--- src/hw/rtl/ipv4rhc_pkg.sv ---
package ipv4rhc_pkg;

   // Verdict codes carried in the result word.
   typedef logic [2:0] verdict_type;
   localparam verdict_type VERDICT_LOCAL       = 3'd0;
   localparam verdict_type VERDICT_FRAGMENT    = 3'd1;
   localparam verdict_type VERDICT_FORWARD     = 3'd2;
   localparam verdict_type VERDICT_BAD_VERSION = 3'd3;
   localparam verdict_type VERDICT_BAD_LENGTH  = 3'd4;
   localparam verdict_type VERDICT_NOT_MINE    = 3'd5;
   localparam verdict_type VERDICT_BAD_SUM     = 3'd6;

   // Control register indexes.
   typedef logic [1:0] csr_index_type;
   localparam csr_index_type CSR_LOCAL_ADDRESS  = 2'd0;
   localparam csr_index_type CSR_SUBNET_MASK    = 2'd1;
   localparam csr_index_type CSR_FORWARD_ENABLE = 2'd2;

   // Header constants.
   localparam logic [3:0]  VERSION_FOUR = 4'd4;
   localparam logic [3:0]  MIN_IHL      = 4'd5;
   localparam logic [15:0] SUM_GOOD     = 16'hffff;
   localparam logic [31:0] ALL_ONES     = 32'hffff_ffff;

   // Position of each captured field within the header, in 16-bit words.
   localparam logic [4:0] WORD_LENGTH      = 5'd1;
   localparam logic [4:0] WORD_FRAGMENT    = 5'd3;
   localparam logic [4:0] WORD_PROTOCOL    = 5'd4;
   localparam logic [4:0] WORD_SOURCE_HIGH = 5'd6;
   localparam logic [4:0] WORD_SOURCE_LOW  = 5'd7;
   localparam logic [4:0] WORD_DEST_HIGH   = 5'd8;
   localparam logic [4:0] WORD_DEST_LOW    = 5'd9;

   typedef struct packed {
      logic        first_word;
      logic [15:0] header_word;
   } req_payload_type;

   typedef struct packed {
      verdict_type verdict;
      logic [7:0]  upper_protocol;
      logic [15:0] total_length;
      logic [5:0]  header_bytes;
      logic [15:0] fragment_offset;
      logic        more_fragments;
      logic [31:0] source_address;
      logic [31:0] dest_address;
   } rsp_payload_type;

endpackage

--- src/hw/rtl/ipv4_receive_header_check.sv ---
// IPv4 receive header checker. Header words enter on the req_ channel as 16-bit words in
// network byte order, one word per handshake, with first_word set on the first word of
// each header. The block keeps a running ones'-complement sum and captures the total
// length, fragment word, protocol, source and destination as they pass, and gives one
// verdict word on the rsp_ channel per header: on the first word if the version is not
// four or the header length is below five 32-bit words, otherwise on the last header word
// (IHL times two). The destination is tested first (own address, subnet broadcast or
// all-ones, forwarding when enabled, else not mine), then the checksum, then whether the
// packet is a fragment. Words after an error or after a verdict are ignored until the
// next first word, and a first word in the middle of a header abandons that header
// silently. The block sustains one word per clock; a verdict appears in the result register on
// the cycle after its word is accepted, and the input stalls only while that register holds a
// word that rsp_ready has not yet taken. The csr_ port is always ready; write it only while the
// block is idle.
module ipv4_receive_header_check (
   input  logic                          clock,
   input  logic                          reset,
   input  logic                          req_valid,
   output logic                          req_ready,
   input  ipv4rhc_pkg::req_payload_type  req_payload,
   output logic                          rsp_valid,
   input  logic                          rsp_ready,
   output ipv4rhc_pkg::rsp_payload_type  rsp_payload,
   input  logic                          csr_valid,
   output logic                          csr_ready,
   input  ipv4rhc_pkg::csr_index_type    csr_index,
   input  logic [31:0]                   csr_data
);
   import ipv4rhc_pkg::*;

   // Control registers.
   logic [31:0] local_address_ff;
   logic [31:0] subnet_mask_ff;
   logic        forward_enable_ff;

   // Per-header state.
   logic [4:0]  word_count_ff, word_count_in;
   logic [15:0] sum_ff, sum_in;
   logic [3:0]  header_words_ff, header_words_in;
   logic        skipping_ff, skipping_in;
   logic [15:0] length_ff, length_in;
   logic [15:0] fragment_ff, fragment_in;
   logic [7:0]  protocol_ff, protocol_in;
   logic [31:0] source_ff, source_in;
   logic [31:0] dest_ff, dest_in;

   // Result register.
   logic            rsp_valid_ff, rsp_valid_in;
   rsp_payload_type rsp_payload_ff, rsp_payload_in;

   logic        req_fire;
   logic        is_first;
   logic [15:0] word;
   logic [3:0]  version;
   logic [3:0]  ihl;
   logic        bad_version;
   logic        bad_length;
   logic        active;
   logic        last_word;
   logic        produce;
   logic [4:0]  base_count;
   logic [15:0] base_sum;
   logic [16:0] sum_wide;
   logic [15:0] sum_new;
   logic [31:0] host_mask;
   logic        same_network;
   logic        is_bcast;
   verdict_type verdict;

   // The output register parts the two sides: a new word is taken whenever the
   // register is empty or its word is being taken in the same cycle.
   assign req_ready = !rsp_valid_ff || rsp_ready;
   assign req_fire  = req_valid && req_ready;
   assign csr_ready = 1'b1;

   assign is_first = req_payload.first_word;
   assign word     = req_payload.header_word;
   assign version  = word[15:12];
   assign ihl      = word[11:8];

   assign bad_version = is_first && (version != VERSION_FOUR);
   assign bad_length  = is_first && (version == VERSION_FOUR) && (ihl < MIN_IHL);
   assign active      = is_first || !skipping_ff;

   // A first word restarts the header: counters, sum and captures start from zero.
   assign base_count      = is_first ? 5'd0 : word_count_ff;
   assign base_sum        = is_first ? 16'd0 : sum_ff;
   assign header_words_in = is_first ? ihl : header_words_ff;

   // Ones'-complement add with end-around carry.
   assign sum_wide = {1'b0, base_sum} + {1'b0, word};
   assign sum_new  = sum_wide[15:0] + {15'd0, sum_wide[16]};

   assign last_word = ({1'b0, base_count} + 6'd1) == {1'b0, header_words_in, 1'b0};

   // Field captures, taken from the word at its fixed position in the header.
   always_comb begin
      length_in   = is_first ? 16'd0 : length_ff;
      fragment_in = is_first ? 16'd0 : fragment_ff;
      protocol_in = is_first ? 8'd0  : protocol_ff;
      source_in   = is_first ? 32'd0 : source_ff;
      dest_in     = is_first ? 32'd0 : dest_ff;
      if (!bad_version && !bad_length) begin
         unique case (base_count)
            WORD_LENGTH:      length_in   = word;
            WORD_FRAGMENT:    fragment_in = word;
            WORD_PROTOCOL:    protocol_in = word[7:0];
            WORD_SOURCE_HIGH: source_in   = {word, source_in[15:0]};
            WORD_SOURCE_LOW:  source_in   = {source_in[31:16], word};
            WORD_DEST_HIGH:   dest_in     = {word, dest_in[15:0]};
            WORD_DEST_LOW:    dest_in     = {dest_in[31:16], word};
            default: begin
            end
         endcase
      end
   end

   // Destination, checksum and fragment tests, in that order of precedence.
   assign host_mask    = ~subnet_mask_ff;
   assign same_network = (dest_in & subnet_mask_ff) == (local_address_ff & subnet_mask_ff);
   assign is_bcast     = (dest_in & host_mask) == host_mask;

   always_comb begin
      priority if (dest_in != local_address_ff && forward_enable_ff && !same_network
                   && dest_in != ALL_ONES) begin
         verdict = is_bcast ? VERDICT_NOT_MINE : VERDICT_FORWARD;
      end else if (dest_in != local_address_ff && !is_bcast) begin
         verdict = VERDICT_NOT_MINE;
      end else if (sum_new != SUM_GOOD) begin
         verdict = VERDICT_BAD_SUM;
      end else if (fragment_in[13] || (fragment_in[12:0] != 13'd0)) begin
         verdict = VERDICT_FRAGMENT;
      end else begin
         verdict = VERDICT_LOCAL;
      end
   end

   // Next state of the header tracking and the result word.
   always_comb begin
      word_count_in  = word_count_ff;
      sum_in         = sum_ff;
      skipping_in    = skipping_ff;
      produce        = 1'b0;
      rsp_payload_in = rsp_payload_ff;
      if (bad_version || bad_length) begin
         word_count_in                 = 5'd0;
         sum_in                        = 16'd0;
         skipping_in                   = 1'b1;
         produce                       = 1'b1;
         rsp_payload_in                = '0;
         rsp_payload_in.verdict        = bad_version ? VERDICT_BAD_VERSION : VERDICT_BAD_LENGTH;
         rsp_payload_in.header_bytes   = {ihl, 2'b00};
      end else if (active) begin
         word_count_in = base_count + 5'd1;
         sum_in        = sum_new;
         skipping_in   = last_word;
         produce       = last_word;
         rsp_payload_in.verdict         = verdict;
         rsp_payload_in.upper_protocol  = protocol_in;
         rsp_payload_in.total_length    = length_in;
         rsp_payload_in.header_bytes    = {header_words_in, 2'b00};
         rsp_payload_in.fragment_offset = {fragment_in[12:0], 3'b000};
         rsp_payload_in.more_fragments  = fragment_in[13];
         rsp_payload_in.source_address  = source_in;
         rsp_payload_in.dest_address    = dest_in;
      end
   end

   always_comb begin
      if (req_fire && produce) begin
         rsp_valid_in = 1'b1;
      end else if (rsp_ready) begin
         rsp_valid_in = 1'b0;
      end else begin
         rsp_valid_in = rsp_valid_ff;
      end
   end

   always_ff @(posedge clock) begin
      if (reset) begin
         word_count_ff   <= '0;
         sum_ff          <= '0;
         header_words_ff <= '0;
         skipping_ff     <= 1'b1;
         length_ff       <= '0;
         fragment_ff     <= '0;
         protocol_ff     <= '0;
         source_ff       <= '0;
         dest_ff         <= '0;
         rsp_valid_ff    <= 1'b0;
      end else begin
         rsp_valid_ff <= rsp_valid_in;
         if (req_fire) begin
            word_count_ff   <= word_count_in;
            sum_ff          <= sum_in;
            header_words_ff <= header_words_in;
            skipping_ff     <= skipping_in;
            length_ff       <= length_in;
            fragment_ff     <= fragment_in;
            protocol_ff     <= protocol_in;
            source_ff       <= source_in;
            dest_ff         <= dest_in;
         end
      end
   end

   // The result payload needs no reset: it is only looked at while rsp_valid is high.
   always_ff @(posedge clock) begin
      if (req_fire && produce) begin
         rsp_payload_ff <= rsp_payload_in;
      end
   end

   // Control register writes; an index beyond the list is ignored.
   always_ff @(posedge clock) begin
      if (reset) begin
         local_address_ff  <= '0;
         subnet_mask_ff    <= '0;
         forward_enable_ff <= 1'b0;
      end else if (csr_valid && csr_ready) begin
         unique case (csr_index)
            CSR_LOCAL_ADDRESS:  local_address_ff  <= csr_data;
            CSR_SUBNET_MASK:    subnet_mask_ff    <= csr_data;
            CSR_FORWARD_ENABLE: forward_enable_ff <= csr_data[0];
            default: begin
            end
         endcase
      end
   end

   assign rsp_valid   = rsp_valid_ff;
   assign rsp_payload = rsp_payload_ff;

endmodule

--- config.mk ---
export PLATFORM = sky130hd
export DESIGN_NAME = ipv4_receive_header_check
export DESIGN_NICKNAME = d
export VERILOG_FILES = /design/src/hw/rtl/ipv4rhc_pkg.sv /design/src/hw/rtl/ipv4_receive_header_check.sv
export SDC_FILE = /design/constraint.sdc
export NUM_CORES = 1
export LEC_CHECK = 0
export BUFFER_PORTS_ARGS = -buffer_cell sky130_fd_sc_hd__buf_2
export CAP_MARGIN = 20
export CORE_UTILIZATION = 40
export DETAILED_ROUTE_END_ITERATION = 8
export SETUP_SLACK_MARGIN = 0.02
export SYNTH_ARGS = -nofsm -noshare
export SYNTH_HDL_FRONTEND = slang
export SYNTH_SLANG_ARGS = --single-unit
export TNS_END_PERCENT = 1
--- constraint.sdc ---
create_clock -name clock -period 13.1 [get_ports clock]
set_clock_uncertainty 0.2 [all_clocks]
set_input_delay 1.31 -clock clock [delete_from_list [all_inputs] [get_ports clock]]
set_output_delay 1.31 -clock clock [all_outputs]
set_load 0.02 [all_outputs]
==> results.toml <==
[run_status]
outcome = "completed"

[cts]
cts_sinks = 303
post-cts-setup-buffer-count = 0
cts_tree = "built"
cts_made_buffers = 34
clk_pin_slew_ns = 0.06
clock_path_buffers = 3
ctsRootBufferMaster = "clkbuf_16"
cts_htree_levels = 2
postCtsResizedCells = 0
clock_latency_ns = 0.53
cts_hold_buf = 0

[worst_setup_path]
criticalPathCategory = "in2reg"
reg2reg_to = "rsp_payload[111]$_DFFE_PP_"
crit_arrival_ns = 7.18
reg2reg_depth = 23
cp.required_ns = 13.16
r2r-start = "sum_ff[0]$_SDFFE_PP0P_"
critPathMaxFanout = 53
rrSetupSlack_ns = 7.15
cp-start-kind = "input port"
end_kind = "flip-flop"

[yosys]
synth_warnings = 0
synth_flop_cell = "dfxtp_1"
synth_edf_count = 109
synth_area_um2 = 14700
seq_area_frac_synth_pct = 48.7
syn_avg_cell_area_um2 = 9.12
async_flop_share_pct = 0
synth_cells = 1612
ys_types = 76
synth_seq_cells = 303

[floorplanning]
die_w_um = 194
dieArea_um2 = 37500
core-area_um2 = 35800
row_count = 69
start_util_pct = 41.0
die_y_um = 194
ios = 173

[cells_and_area]
fill_cells = 3432
drive_above_1_share_pct = 16.1
fin_area_um2 = 16800
register_area_um2 = 7160
finalNetCount = 1793
multi_input_area_um2 = 6750
mostFrequentLayoutCell = "nand2_1"
area_delta_synth_final_pct = 14.6
mostFrequentLayoutCells = "nand2_1, dfxtp_1, buf_2"
antennaDiodeCount = 0

[detailed_routing]
dr_wl_met3_um = 2990
wl_per_cell_um = 19.4
met1Wirelength_um = 19800
drc = 0
vias = 12024
wl_met2_um = 18700
highest_layer = "met5"
ant_nets = 0
drtIter0Drc = 1194
firstDrtPassIters = 6
wirelength_um = 42700
via_per_inst = 5.46

[hold_path]
min_from = "protocol_ff[2]$_SDFFE_PP0P_"
hold_class = "reg2reg"
holdPathStages = 2
min_to = "protocol_ff[2]$_SDFFE_PP0P_"

[job]
cap_violations = 0

[timing]
rsz0062_at_grt = "false"
fin_crit_sh_pct = 54.3
timing.final.hold_violations = 0
max_freq_mhz = 141
fin_tns_setup_ns = 0
min_period_ns = 7.12
slew_violations = 0
worst_slew_pin_slew_ns = 1.05
finalSetupViolCount = 0
relSlewSlack_pct = 30.0

[power_and_ir_drop]
leakage_nw = 6.49
powerDensity_nw_per_um2 = 133
ir_drop_v = 0.0000756

[grt]
first_global_vias = 10996
antenna_found_initial = 2
grt_overflow = 0
grt_pass1_wl_um = 64900
grt_max_degree = 117
grt_usage_pct = 22.1

[placement]
port_buffers = 166
place_area_um2 = 15700
dpl.hpwl_um = 28400
gp_congestion = 0.938
[stage by stage]
step | setup slack, ns | power (mW) | util, % | hold WS (ns) | std cells
2_1_floorplan | 3.36 | 1.22 | - | 0.227 | 1616
3_3_place_gp | 5.74 | 1.29 | 43.9 | 0.237 | 2139
3_5_place_dp | 5.50 | 1.29 | 43.9 | 0.243 | 2139
4_1_cts | 6.05 | 2.25 | 47.0 | 0.252 | 2201
5_1_grt | 5.44 | 2.31 | 47.0 | 0.266 | 2201
6_report | 5.98 | 2.24 | 47.0 | 0.252 | 2201
[sequential cells by signal, indices dropped and copies added, names as in the netlist]
signal and count:
local_address_ff 32, rsp_payload 109, skipping_ff 1, source_ff 32, length_ff 16, subnet_mask_ff 32
word_count_ff 5, sum_ff 16, rsp_valid 1, dest_ff 32, forward_enable_ff 1, fragment_ff 14
header_words_ff 4, protocol_ff 8
[how the worst max path moves through the flow]
stage | startpoint | end | slack, ns | cells past startpoint
finish | req_payload[16] | rsp_payload[111]$_DFFE_PP_ | 5.98 | 23
global route | req_payload[16] | rsp_payload[111]$_DFFE_PP_ | 5.44 | 23
CTS | req_payload[16] | rsp_payload[111]$_DFFE_PP_ | 6.05 | 23
detailed placement | req_payload[16] | rsp_payload[111]$_DFFE_PP_ | 5.50 | 23
global placement | req_payload[16] | rsp_payload[111]$_DFFE_PP_ | 5.74 | 23
floorplan | req_payload[16] | rsp_payload[0]$_SDFFCE_PN0P_ | 3.36 | 16
[kinds of logic after synthesis]
family,count (synthesis),synth area share (%)
simple gates,608,19.4
compound gates,392,18.6
flops,303,48.7
buf+inv,195,5.59
xor+xnor,63,3.76
mux,26,1.87
fa+ha+maj,23,2.01
other cells,2,0.0511
[worst max-delay path, cell delays in order]
cell,delay (ns)
buf_2,0.48
buf_4,0.57
nor2b_1,0.12
ha_1,0.41
o21a_1,0.17
o21ai_0,0.15
a211oi_1,0.49
o211a_1,0.25
o21ai_0,0.07
nand2b_1,0.08
a21o_1,0.13
a21o_1,0.13
ha_1,0.16
ha_1,0.21
nand2_1,0.09
nor3b_1,0.43
nand4_1,0.27
nor4_1,0.59
o2111ai_1,0.21
and3b_1,0.22
a311oi_1,0.35
or4_1,0.18
a31oi_1,0.08
[power breakdown]
part | total (mW) | switching [mW] | internal [mW]
combinational | 0.241 | 0.165 | 0.0764
sequential | 1.03 | 0.0216 | 1.01
clock | 0.960 | 0.400 | 0.560
[layer usage]
metal	track usage [%]	vias to the layer above
met1	32.2	5657
met3	3.76	73
met2	33.1	432
li1	-	5860
met4	7.05	2
met5	0	-
[cells in the mapped netlist, types with 4 or more instances]
cell / count / area [um2]
nand2_1: 267 / 1000
dfxtp_1: 194 / 3880
a21oi_1: 152 / 761
nor2_1: 129 / 484
edfxtp_1: 109 / 3270
clkbuf_1: 95 / 357
inv_1: 74 / 278
a211oi_1: 48 / 360
xnor2_1: 47 / 412
nand2b_1: 46 / 288
a22oi_1: 40 / 300
o21ai_0: 36 / 180
nor2b_1: 33 / 206
a22o_1: 31 / 272
nor3_1: 31 / 155
ha_1: 22 / 275
nor4_1: 18 / 113
xor2_1: 16 / 140
nand4_1: 15 / 93.8
mux2i_1: 14 / 140
nor3b_1: 14 / 105
a22oi_2: 12 / 150
mux2_2: 12 / 135
nand3_1: 12 / 60.1
and2_1: 11 / 68.8
buf_4: 10 / 75.1
a221oi_1: 8 / 70.1
or4_1: 7 / 52.6
and3_1: 6 / 37.5
buf_2: 6 / 30.0
buf_6: 6 / 67.6
o2111ai_1: 6 / 52.6
a211o_1: 4 / 35.0
a21o_1: 4 / 30.0
a2bb2oi_1: 4 / 35.0
a31oi_1: 4 / 25.0
buf_1: 4 / 15.0
nor4b_1: 4 / 35.0
[layout make-up]
class	count	share of cell area, %
repair buffers	183	5.73
inverters	74	1.65
flip-flops and latches	303	42.5
well taps	461	3.42
multi-input cells	1118	40.1
clock inverters	20	1.23
clock buffers	42	5.42
No activity file was read; power rests on OpenSTA's default activity.
